**src/sv/dpp_pkg.sv**
```systemverilog
// ---------------------------------------------------------------------------
// dpp_pkg
// Shared widths, types and constants for the detrended peak-to-peak block.
// ---------------------------------------------------------------------------
package dpp_pkg;

  localparam int SAMPLE_W = 16;
  localparam int HALF_W   = 5;
  localparam int RANGE_W  = 25;
  localparam int FRAC_W   = 8;

  localparam logic [HALF_W-1:0] HALF_RESET = 5'd2;

  typedef logic signed [SAMPLE_W-1:0] sample_t;
  typedef logic [HALF_W-1:0]          half_t;
  typedef logic [RANGE_W-1:0]         range_t;

endpackage

```
**src/sv/detrended_peak_to_peak.sv**
```systemverilog
// ---------------------------------------------------------------------------
// detrended_peak_to_peak
// Peak-to-peak range of moving-average-detrended samples over one segment.
// ---------------------------------------------------------------------------
//   channel | direction | handshake            | payload
//   --------+-----------+----------------------+-------------------------------
//   in      | input     | in_valid / in_ready  | in_sample, in_last
//   out     | output    | out_valid / out_ready| out_range, out_valid_res
//   cfg     | input     | cfg_valid / cfg_ready| cfg_half_window
//
// Samples are taken one per cycle while in_ready is high; a three-stage pipeline
// forms the residuals. After the last sample the range divide runs one bit per
// cycle, so in_ready stays low after a segment end until the divider is done,
// and longer while a prior result still waits in the output register. cfg_ready
// waits for the residual pipeline to empty and in_ready is held low while
// cfg_valid is high. Reset is synchronous, active low, with half_window at 2.
// The output register lets the next segment stream in while the result waits.
// ---------------------------------------------------------------------------
module detrended_peak_to_peak #(
  parameter int MAX_HALF_WINDOW = 31,
  parameter int MAX_SEGMENT     = 4096
) (
  input  logic             clk,
  input  logic             rst_n,
  input  logic             in_valid,
  output logic             in_ready,
  input  dpp_pkg::sample_t in_sample,
  input  logic             in_last,
  output logic             out_valid,
  input  logic             out_ready,
  output dpp_pkg::range_t  out_range,
  output logic             out_valid_res,
  input  logic             cfg_valid,
  output logic             cfg_ready,
  input  dpp_pkg::half_t   cfg_half_window
);
  import dpp_pkg::*;

  localparam int DEPTH_A = 2 * MAX_HALF_WINDOW + 1;
  localparam int DEPTH_B = MAX_HALF_WINDOW;
  localparam int H_W     = $clog2(MAX_HALF_WINDOW + 1);
  localparam int W_W     = H_W + 1;
  localparam int SA_W    = $clog2(DEPTH_A + 1);
  localparam int SB_W    = $clog2(DEPTH_B + 1);
  localparam int CNT_W   = $clog2(MAX_SEGMENT + 1);
  localparam int SUM_W   = SAMPLE_W + 1 + $clog2(DEPTH_A);
  localparam int RES_W   = SUM_W + 1;
  localparam int PROD_W  = SAMPLE_W + W_W + 1;
  localparam int DIFF_W  = RES_W + 1;
  localparam int NUM_W   = DIFF_W + FRAC_W;

  // configuration and window geometry
  half_t            half_r;
  logic [H_W-1:0]   h_eff;
  logic [W_W-1:0]   w_cur;
  logic [SA_W-1:0]  sel_a;
  logic [SB_W-1:0]  sel_b;

  // segment state
  logic                    closing_r, closing_nxt;
  logic signed [SUM_W-1:0] sum_r, sum_nxt;
  logic [CNT_W-1:0]        count_r, count_nxt;
  logic                    old_full;
  logic                    in_acc, cfg_acc;
  sample_t                 tail_a, tail_b;

  // pipeline
  logic                    s1_valid_r, s1_full_r, s1_last_r;
  sample_t                 s1_center_r;
  logic signed [SUM_W-1:0] s1_sum_r;
  logic                    s2_valid_r, s2_full_r, s2_last_r;
  logic signed [RES_W-1:0] s2_res_r;
  logic signed [PROD_W-1:0] prod;
  logic signed [RES_W-1:0] max_r, min_r;
  logic                    any_r, pend_r;

  // divide and result
  logic                    div_start, div_done;
  logic [DIFF_W-1:0]       diff;
  logic [NUM_W-1:0]        quotient;
  logic                    div_any_r;
  logic                    out_valid_r;
  range_t                  out_range_r;
  logic                    out_valid_res_r;

  assign h_eff = (32'(half_r) > MAX_HALF_WINDOW) ? H_W'(MAX_HALF_WINDOW) : H_W'(half_r);
  assign w_cur = {h_eff, 1'b1};
  assign sel_a = SA_W'(DEPTH_A) - SA_W'(w_cur);
  assign sel_b = SB_W'(DEPTH_B) - SB_W'(h_eff);

  // a register write waits until no sample is in the residual pipeline
  assign in_ready  = !closing_r && !cfg_valid;
  assign cfg_ready = !closing_r && !s1_valid_r && !s2_valid_r;
  assign in_acc    = in_valid && in_ready;
  assign cfg_acc   = cfg_valid && cfg_ready;

  // tail of chain a is the sample leaving the window, chain b gives the centre
  dpp_chain #(.DEPTH(DEPTH_A), .SEL_W(SA_W)) u_chain_a (
    .clk      (clk),
    .shift_en (in_acc),
    .inj_sel  (sel_a),
    .new_data (in_sample),
    .tail     (tail_a)
  );

  dpp_chain #(.DEPTH(DEPTH_B), .SEL_W(SB_W)) u_chain_b (
    .clk      (clk),
    .shift_en (in_acc),
    .inj_sel  (sel_b),
    .new_data (in_sample),
    .tail     (tail_b)
  );

  assign old_full = 32'(count_r) >= 32'(w_cur);

  always_comb begin
    sum_nxt = sum_r - (old_full ? SUM_W'(tail_a) : SUM_W'(0)) + SUM_W'(in_sample);
    count_nxt = (32'(count_r) < MAX_SEGMENT) ? count_r + 1'b1 : count_r;
  end

  always_comb begin
    closing_nxt = closing_r;
    if (in_acc && in_last) begin
      closing_nxt = 1'b1;
    end else if (div_done) begin
      closing_nxt = 1'b0;
    end
  end

  always_ff @(posedge clk) begin
    if (!rst_n) begin
      half_r    <= HALF_RESET;
      closing_r <= 1'b0;
      sum_r     <= '0;
      count_r   <= '0;
    end else begin
      closing_r <= closing_nxt;
      if (cfg_acc) begin
        half_r  <= cfg_half_window;
        sum_r   <= '0;
        count_r <= '0;
      end else if (in_acc) begin
        sum_r   <= in_last ? '0 : sum_nxt;
        count_r <= in_last ? '0 : count_nxt;
      end
    end
  end

  // stage 1: window sum and centre sample
  always_ff @(posedge clk) begin
    if (!rst_n) begin
      s1_valid_r <= 1'b0;
    end else begin
      s1_valid_r <= in_acc;
    end
  end

  always_ff @(posedge clk) begin
    if (in_acc) begin
      s1_center_r <= (h_eff == '0) ? in_sample : tail_b;
      s1_sum_r    <= sum_nxt;
      s1_full_r   <= 32'(count_nxt) >= 32'(w_cur);
      s1_last_r   <= in_last;
    end
  end

  // stage 2: scaled residual
  assign prod = $signed({1'b0, w_cur}) * s1_center_r;

  always_ff @(posedge clk) begin
    if (!rst_n) begin
      s2_valid_r <= 1'b0;
    end else begin
      s2_valid_r <= s1_valid_r;
    end
  end

  always_ff @(posedge clk) begin
    if (s1_valid_r) begin
      s2_res_r  <= RES_W'(prod) - RES_W'(s1_sum_r);
      s2_full_r <= s1_full_r;
      s2_last_r <= s1_last_r;
    end
  end

  // stage 3: extremes, then hand the range to the divider
  assign div_start = pend_r && !out_valid_r;
  assign diff      = any_r ? DIFF_W'(DIFF_W'(max_r) - DIFF_W'(min_r)) : '0;

  always_ff @(posedge clk) begin
    if (!rst_n) begin
      any_r  <= 1'b0;
      pend_r <= 1'b0;
    end else begin
      if (cfg_acc || div_start) begin
        any_r <= 1'b0;
      end else if (s2_valid_r && s2_full_r) begin
        any_r <= 1'b1;
      end
      if (s2_valid_r && s2_last_r) begin
        pend_r <= 1'b1;
      end else if (div_start) begin
        pend_r <= 1'b0;
      end
    end
  end

  always_ff @(posedge clk) begin
    if (s2_valid_r && s2_full_r) begin
      if (!any_r || s2_res_r > max_r) begin
        max_r <= s2_res_r;
      end
      if (!any_r || s2_res_r < min_r) begin
        min_r <= s2_res_r;
      end
    end
    if (div_start) begin
      div_any_r <= any_r;
    end
  end

  dpp_div #(.NUM_W(NUM_W), .DEN_W(W_W)) u_div (
    .clk      (clk),
    .rst_n    (rst_n),
    .start    (div_start),
    .dividend ({diff, FRAC_W'(0)}),
    .divisor  (w_cur),
    .done     (div_done),
    .quotient (quotient)
  );

  // output register
  always_ff @(posedge clk) begin
    if (!rst_n) begin
      out_valid_r <= 1'b0;
    end else if (div_done) begin
      out_valid_r <= 1'b1;
    end else if (out_ready) begin
      out_valid_r <= 1'b0;
    end
  end

  always_ff @(posedge clk) begin
    if (div_done) begin
      out_range_r     <= div_any_r ? RANGE_W'(quotient) : '0;
      out_valid_res_r <= div_any_r;
    end
  end

  assign out_valid     = out_valid_r;
  assign out_range     = out_range_r;
  assign out_valid_res = out_valid_res_r;

endmodule

```
**src/sv/dpp_cell.sv**
```systemverilog
// ---------------------------------------------------------------------------
// dpp_cell
// One sample cell of a delay chain: loads the new sample or its neighbor's.
// ---------------------------------------------------------------------------
module dpp_cell (
  input  logic             clk,
  input  logic             shift_en,
  input  logic             inject,
  input  dpp_pkg::sample_t new_data,
  input  dpp_pkg::sample_t prev_data,
  output dpp_pkg::sample_t data
);
  import dpp_pkg::*;

  sample_t data_r;

  always_ff @(posedge clk) begin
    if (shift_en) begin
      data_r <= inject ? new_data : prev_data;
    end
  end

  assign data = data_r;

endmodule

```
**src/sv/dpp_chain.sv**
```systemverilog
// ---------------------------------------------------------------------------
// dpp_chain
// Row of sample cells with a selectable entry point and a fixed tail tap.
// A sample entering at cell DEPTH-d reaches the tail d transactions later.
// ---------------------------------------------------------------------------
module dpp_chain #(
  parameter int DEPTH = 63,
  parameter int SEL_W = 6
) (
  input  logic             clk,
  input  logic             shift_en,
  input  logic [SEL_W-1:0] inj_sel,
  input  dpp_pkg::sample_t new_data,
  output dpp_pkg::sample_t tail
);
  import dpp_pkg::*;

  sample_t cell_q [DEPTH];

  for (genvar j = 0; j < DEPTH; j++) begin : g_cell
    sample_t prev;
    if (j == 0) begin : g_head
      assign prev = new_data;
    end else begin : g_body
      assign prev = cell_q[j-1];
    end
    dpp_cell u_cell (
      .clk       (clk),
      .shift_en  (shift_en),
      .inject    (inj_sel == SEL_W'(j)),
      .new_data  (new_data),
      .prev_data (prev),
      .data      (cell_q[j])
    );
  end

  assign tail = cell_q[DEPTH-1];

endmodule

```
**src/sv/dpp_div.sv**
```systemverilog
// ---------------------------------------------------------------------------
// dpp_div
// Restoring unsigned divider, one quotient bit per cycle.
// ---------------------------------------------------------------------------
module dpp_div #(
  parameter int NUM_W = 32,
  parameter int DEN_W = 6
) (
  input  logic             clk,
  input  logic             rst_n,
  input  logic             start,
  input  logic [NUM_W-1:0] dividend,
  input  logic [DEN_W-1:0] divisor,
  output logic             done,
  output logic [NUM_W-1:0] quotient
);
  localparam int CNT_W = $clog2(NUM_W + 1);

  logic             busy_r, busy_nxt;
  logic             done_r, done_nxt;
  logic [CNT_W-1:0] cnt_r, cnt_nxt;
  logic [NUM_W-1:0] quo_r, quo_nxt;
  logic [DEN_W-1:0] rem_r, rem_nxt;
  logic [DEN_W-1:0] den_r, den_nxt;
  logic [DEN_W:0]   rem_sh;
  logic             ge;

  always_comb begin
    rem_sh   = {rem_r, quo_r[NUM_W-1]};
    ge       = rem_sh >= {1'b0, den_r};
    busy_nxt = busy_r;
    done_nxt = 1'b0;
    cnt_nxt  = cnt_r;
    quo_nxt  = quo_r;
    rem_nxt  = rem_r;
    den_nxt  = den_r;
    if (start) begin
      busy_nxt = 1'b1;
      cnt_nxt  = '0;
      quo_nxt  = dividend;
      rem_nxt  = '0;
      den_nxt  = divisor;
    end else if (busy_r) begin
      quo_nxt = {quo_r[NUM_W-2:0], ge};
      rem_nxt = ge ? DEN_W'(rem_sh - {1'b0, den_r}) : DEN_W'(rem_sh);
      cnt_nxt = cnt_r + 1'b1;
      if (cnt_r == CNT_W'(NUM_W - 1)) begin
        busy_nxt = 1'b0;
        done_nxt = 1'b1;
      end
    end
  end

  always_ff @(posedge clk) begin
    if (!rst_n) begin
      busy_r <= 1'b0;
      done_r <= 1'b0;
      cnt_r  <= '0;
    end else begin
      busy_r <= busy_nxt;
      done_r <= done_nxt;
      cnt_r  <= cnt_nxt;
    end
  end

  always_ff @(posedge clk) begin
    quo_r <= quo_nxt;
    rem_r <= rem_nxt;
    den_r <= den_nxt;
  end

  assign done     = done_r;
  assign quotient = quo_r;

endmodule
```
**config.mk**
```make
export PLATFORM = sky130hd
export DESIGN_NAME = detrended_peak_to_peak
export DESIGN_NICKNAME = d
export VERILOG_FILES = /design/src/sv/dpp_pkg.sv /design/src/sv/detrended_peak_to_peak.sv /design/src/sv/dpp_cell.sv /design/src/sv/dpp_chain.sv /design/src/sv/dpp_div.sv
export SDC_FILE = /design/constraint.sdc
export NUM_CORES = 2
export LEC_CHECK = 0
export BUFFER_PORTS_ARGS = -buffer_cell sky130_fd_sc_hd__clkbuf_2
export CAP_MARGIN = 20
export CORE_ASPECT_RATIO = 1.75
export CORE_MARGIN = 8
export CORE_UTILIZATION = 30
export CTS_CLUSTER_SIZE = 24
export DETAILED_ROUTE_END_ITERATION = 7
export HOLD_SLACK_MARGIN = 0.1
export SETUP_SLACK_MARGIN = 0.5
export SLEW_MARGIN = 40
export SYNTH_ARGS = -nofsm -noshare
export SYNTH_HDL_FRONTEND = slang
export SYNTH_HIERARCHICAL = 1
export SYNTH_SLANG_ARGS = --single-unit
```
**constraint.sdc**
```tcl
create_clock -name clk -period 56.9 [get_ports clk]
set_input_delay 2.845 -clock clk [delete_from_list [all_inputs] [get_ports clk]]
set_output_delay 2.845 -clock clk [all_outputs]
set_load 0.01 [all_outputs]
```
### Word-level counts from Yosys, hierarchy flattened

Cells that the tools add are included.

* flip-flop bits (word level): 1729
* input bits: 27
* output and inout bits: 29
* word-level logic and storage cells: 372

* add/subtract/negate cells: 9
* $mul: 1
* magnitude comparators: 6
* eq/ne operators: 93
* multiplexer cells: 111
* bitwise operators: 2
* reductions and logical operators: 29

Operators by type and width (number)
* $mux 16: 93
* $eq 6x6->1 const B: 32
* $eq 6x5->1 const B: 16
* $eq 5x5->1 const B: 15
* $mux 33: 2
* $eq 6x4->1 const B: 8
* $mux 23: 2
* $eq 5x4->1 const B: 8
* $ge 13x6->1: 2
* $mux 13: 2
* $mux 25: 1
* $sub 24x24->25: 1
* $eq 6x3->1 const B: 4
* $gt 24x24->1: 1
* $lt 24x24->1: 1
* $sub 23x23->24: 1
* $add 23x16->23: 1
* $mul 7x16->23: 1
* $sub 23x23->23: 1
* $eq 5x3->1 const B: 4
* $add 13x1->13 const B: 1
* $lt 13x13->1 const B: 1
* $eq 6x2->1 const B: 2
* $eq 5x2->1 const B: 2
* 18 further kinds: 49

### Logic depth before layout (Yosys ltp)

* word-level depth: 6
* depth in mapped cells: 22
* depth with buffers taken out: 21

### Cells and area by module

The synthesis kept the hierarchy.

Modules (own cells, without submodules)
* dpp_cell: times used 94, cells each 34, area each 729.4 um2, seq. area each 480.5 um2
* detrended_peak_to_peak: times used 1, cells each 1584, area each 15680.0 um2, seq. area each 5205.0 um2
* dpp_div: times used 1, cells each 187, area each 2488.6 um2, seq. area each 1451.4 um2
* dpp_chain (u_chain_a): times used 1, cells each 94, area each 457.9 um2, seq. area each 0.0 um2
* dpp_chain (u_chain_b): times used 1, cells each 46, area each 217.7 um2, seq. area each 0.0 um2

### Worst setup path after synthesis

OpenSTA, ideal clock, no wires.

* path kind: input port to flip-flop
* start: in cfg_valid
* end: reg count_r[9]
* setup time: 151 ps
* arrival time: 49658 ps
* required time: 56749 ps
* slack: 7091 ps
* stages: 7
* path buffers: 1
* cells stage by stage: nor2_1 > nand2_1 > inv_1 > clkbuf_1 > o21ai_0 > a22oi_1 > nor2_1

* longest elaborated chain between the ends: 3
* elaborated cells between the ends (all ways): 5
* classes of those cells: 5 x reduce/logical

Ends and longest elaborated chain
* start: declaration: line detrended_peak_to_peak.sv:33 `input logic cfg_valid,`
* $logic_not 1->1: line detrended_peak_to_peak.sv:92 `assign in_ready = !closing_r && !cfg_valid;`
* $logic_and 1x1->1: line detrended_peak_to_peak.sv:92
* $logic_and 1x1->1: line detrended_peak_to_peak.sv:94 `assign in_acc = in_valid && in_ready;`
* via in_acc: line detrended_peak_to_peak.sv:64 `logic in_acc, cfg_acc;`
* end signal: assignment: line detrended_peak_to_peak.sv:144 `count_r <= in_last ? '0 : count_nxt;`
* end: declaration: line detrended_peak_to_peak.sv:62 `logic [CNT_W-1:0] count_r, count_nxt;`

The timed path passes the listed nets, and every way through them passes these cells.
A chain may end at the register's enable or synchronous reset.

### Worst setup path in the final report

* start: in cfg_valid
* end: out in_ready

* longest elaborated chain between the ends: 2

Ends and longest elaborated chain
* $logic_not 1->1: line detrended_peak_to_peak.sv:92
* $logic_and 1x1->1: line detrended_peak_to_peak.sv:92
* end: declaration: line detrended_peak_to_peak.sv:26 `output logic in_ready,`

No other way between the ends.

==> impl_metrics.env <==
export IMPL_status="complete, but fails checks"
export IMPL_violations="slew limit"
export IMPL_drc=0
export IMPL_synth_area_mm2=0.08741
export IMPL_ir_worst_vdd_mv=0.02262
export IMPL_finClkSkew_ns=0.08707
export IMPL_final_core_utilization_pct=33.04
export IMPL_p_leak_uw=0.03405
export IMPL_worstSkewPairLatency_ns=0.81
export IMPL_finalSetupTns_ns=0
export IMPL_period_needed_ns=6.182
export IMPL_die_area_mm2=0.3096
export IMPL_clk_pin_slew_ns=0.06
export IMPL_worstHoldPathType="flip-flop to flip-flop"
export IMPL_end_kind="output port"
export IMPL_firstDrtPassIters=5
export IMPL_post_place_ws_ns=49.63
export IMPL_drv_cap=0
export IMPL_grt_util_met3_pct=1.343
export IMPL_final_cell_mix="edfxtp_1 (1685), mux2_4 (940), mux2_2 (614)"
export IMPL_grt_overflow_total=0
export IMPL_die_h_um=730.1
export IMPL_reg2reg_depth=15
export IMPL_io_pins=56
export IMPL_numCtsBuffers=167
export IMPL_synth_area_top_cells="edfxtp_1 (58%), mux2_4 (16%), mux2_2 (7.9%), fa_1 (2.7%), ha_1 (2.4%)"
export IMPL_worstPathRequired_ns=54.06
export IMPL_antenna_found_initial=5
export IMPL_ys_seq_area_share_pct=59.28
export IMPL_synthFlopType="edfxtp_1"
export IMPL_place_gp_congestion=0.7935
export IMPL_crit_type="input port to output port"
export IMPL_grt_pass1_vias=44670
export IMPL_cts_tree="yes"
export IMPL_cts_hold_buf=0
export IMPL_synth_avg_cell_area_um2=17.12
export IMPL_synthCells=5107
export IMPL_pwr_density_cell_mw_per_mm2=31.69
export IMPL_grt_use_total_pct=10.77
export IMPL_cts_buffer_depth=4
export IMPL_wl_mm=171.1
export IMPL_crit_chain="clkbuf_2, nor2_1, clkbuf_2"
export IMPL_rsz0062_at_grt="no"
export IMPL_synth_distinct_cells=87
export IMPL_grt_first_pass_wirelength_mm=269.9
export IMPL_setup_viol=0
export IMPL_layout_setup_ws_ns=50.72
export IMPL_fillers=27920
export IMPL_cp_arrival_ns=3.34
export IMPL_drt_first_iter_violations=2781
export IMPL_grt_use_met2_pct=19.75
export IMPL_grt_busiest_layer="met2"
export IMPL_clkSinkCount=1746
export IMPL_via_count=41840
export IMPL_hold_viol_final=0
export IMPL_slowest_delay_ns=0.21
export IMPL_cts_setup_buffers=0
export IMPL_grt_max_degree=172
export IMPL_root_buffer="clkbuf_16"
export IMPL_fp_row_count=262
export IMPL_setup_worst_path_start_class="input port"
export IMPL_layout_commonest_cell="edfxtp_1"
export IMPL_critPathMaxFanout=3
export IMPL_slew_viol_final=544
export IMPL_max_slew_margin_pct=-32.62
export IMPL_crit_top_cell="clkbuf_2"
export IMPL_synthArstFlopShare_pct=0
export IMPL_die_x_um=424.0
export IMPL_port_buffers=55
export IMPL_fmax_ghz=0.1618
export IMPL_synth_edff_count=1685
export IMPL_initial_core_util_pct=30.10
export IMPL_synth_area_leader_cell="edfxtp_1"
export IMPL_gr_usage_met1_pct=13.16
export IMPL_wl_per_cell_um=18.76
export IMPL_yosysWarnings=6
export IMPL_cts_max_level=4
export IMPL_dp_hpwl_mm=105.1
export IMPL_hold_path_depth=0
export IMPL_slowest_stage="nor2_1"
export IMPL_synth_seq_cells=1746
export IMPL_cts_resized=0
export IMPL_num_nets_final=5482
export IMPL_fin_cells=9119
export IMPL_synth_top_area_share_pct=57.88
export IMPL_drt_vias_per_instance=4.589
export IMPL_layout_drive_gt1_share_pct=38.24
export IMPL_tightest_slew_ns=1.982
export IMPL_ant_nets=0
export IMPL_fin_crit_sh_pct=10.86
export IMPL_syn2layout_area_growth_pct=9.789
export IMPL_placed_cells=8828
export IMPL_fp_coreArea_mm2=0.2904
[logic make-up after synthesis]
family	count (synthesis)	synth area share [%]
flops	1746	59.28
mux	1563	24.16
simple gates	555	3.235
buf+inv	554	4.960
compound gates	326	2.518
fa+ha+maj	283	5.056
xor+xnor	78	0.7815
other cells	2	0.008591
[metrics by stage]
stage / power (µW) / hold WS (ns) / area [µm²]
2_1_floorplan: 1937 / 0.4003 / 87450
3_3_place_gp: 1918 / 0.4129 / 90100
3_5_place_dp: 1928 / 0.4062 / 90410
4_1_cts: 3085 / 0.4254 / 95860
5_1_grt: 3170 / 0.4302 / 95970
6_report: 3041 / 0.4241 / 95970
[synthesized netlist by cell type, drive strengths merged, types with 4 or more instances]
library cell / count
edfxtp: 1685
mux2: 1555
inv: 299
buf: 204
nor2: 201
ha: 166
fa: 117
nand2: 99
a21oi: 96
and2: 75
dfxtp: 61
o21ai: 54
clkbuf: 50
a21o: 48
xnor2: 48
nor2b: 39
xor2: 30
nand4: 24
nor3: 24
a211oi: 18
nand2b: 18
a31oi: 17
nand3: 15
a22oi: 14
a22o: 12
o21bai: 12
o21a: 11
and3: 9
mux2i: 8
o211ai: 7
o31ai: 7
or3: 7
nand3b: 6
nand4b: 6
nand4bb: 6
nor4: 6
or2: 5
a21boi: 4
o2111ai: 4
or3b: 4
or4b: 4
[cell type report]
type | count | area (µm²) | area share, %
clock buffer | 198 | 4359 | 4.542
multi-input combinational | 2818 | 31630 | 32.96
sequential | 1746 | 51820 | 54.00
timing repair buffer | 139 | 1141 | 1.189
antenna | 1 | 2.502 | 0.002607
tap | 3828 | 4790 | 4.991
inverter | 300 | 1139 | 1.186
clock inverter | 89 | 1091 | 1.137
[per-layer routing]
metal / up-vias / wire length (µm)
li1: 19160 / -
met1: 21680 / 71220
met2: 742 / 89090
met3: 257 / 5877
met4: 2 / 4882
met5: - / 9
[worst max-delay path: cells and delay by family]
| kind | cells | cell delay (ns) |
|---|---|---|
| buffers and inverters | 2 | 0.28 |
| AND/OR/NAND/NOR | 1 | 0.21 |
[report_power, final]
| part | total, µW | internal [µW] | switching (µW) |
|---|---|---|---|
| Sequential | 1510 | 1490 | 24.2 |
| Clock | 1140 | 654 | 486 |
| Combinational | 386 | 171 | 215 |
[registers in the layout (all words and copies together), names as in the netlist, 5 cells and up]
signal / cells
u_chain_a/g_cell.u_cell/data: 1008
u_chain_b/g_cell.u_cell/data: 496
u_div/quotient: 33
out_range: 25
max_r: 24
min_r: 24
s2_res_r: 24
s1_sum_r: 23
sum_r: 23
s1_center_r: 16
count_r: 13
u_div/cnt_r: 6
u_div/den_r: 6
u_div/rem_r: 6
h_eff: 5
[path summary, 6_finish.rpt]
path | slack [ns] | start | to
worst max register to register | 51.55 | h_eff[2]$_SDFFE_PN0P_ | s2_res_r[23]$_DFFE_PP_
worst min-delay path | 0.42 | s1_full_r$_DFFE_PP_ | s2_full_r$_DFFE_PP_
worst min register to register | 0.42 | s1_full_r$_DFFE_PP_ | s2_full_r$_DFFE_PP_
worst max-delay path | 50.72 | cfg_valid | in_ready
Power figures use the tool's default switching activity.
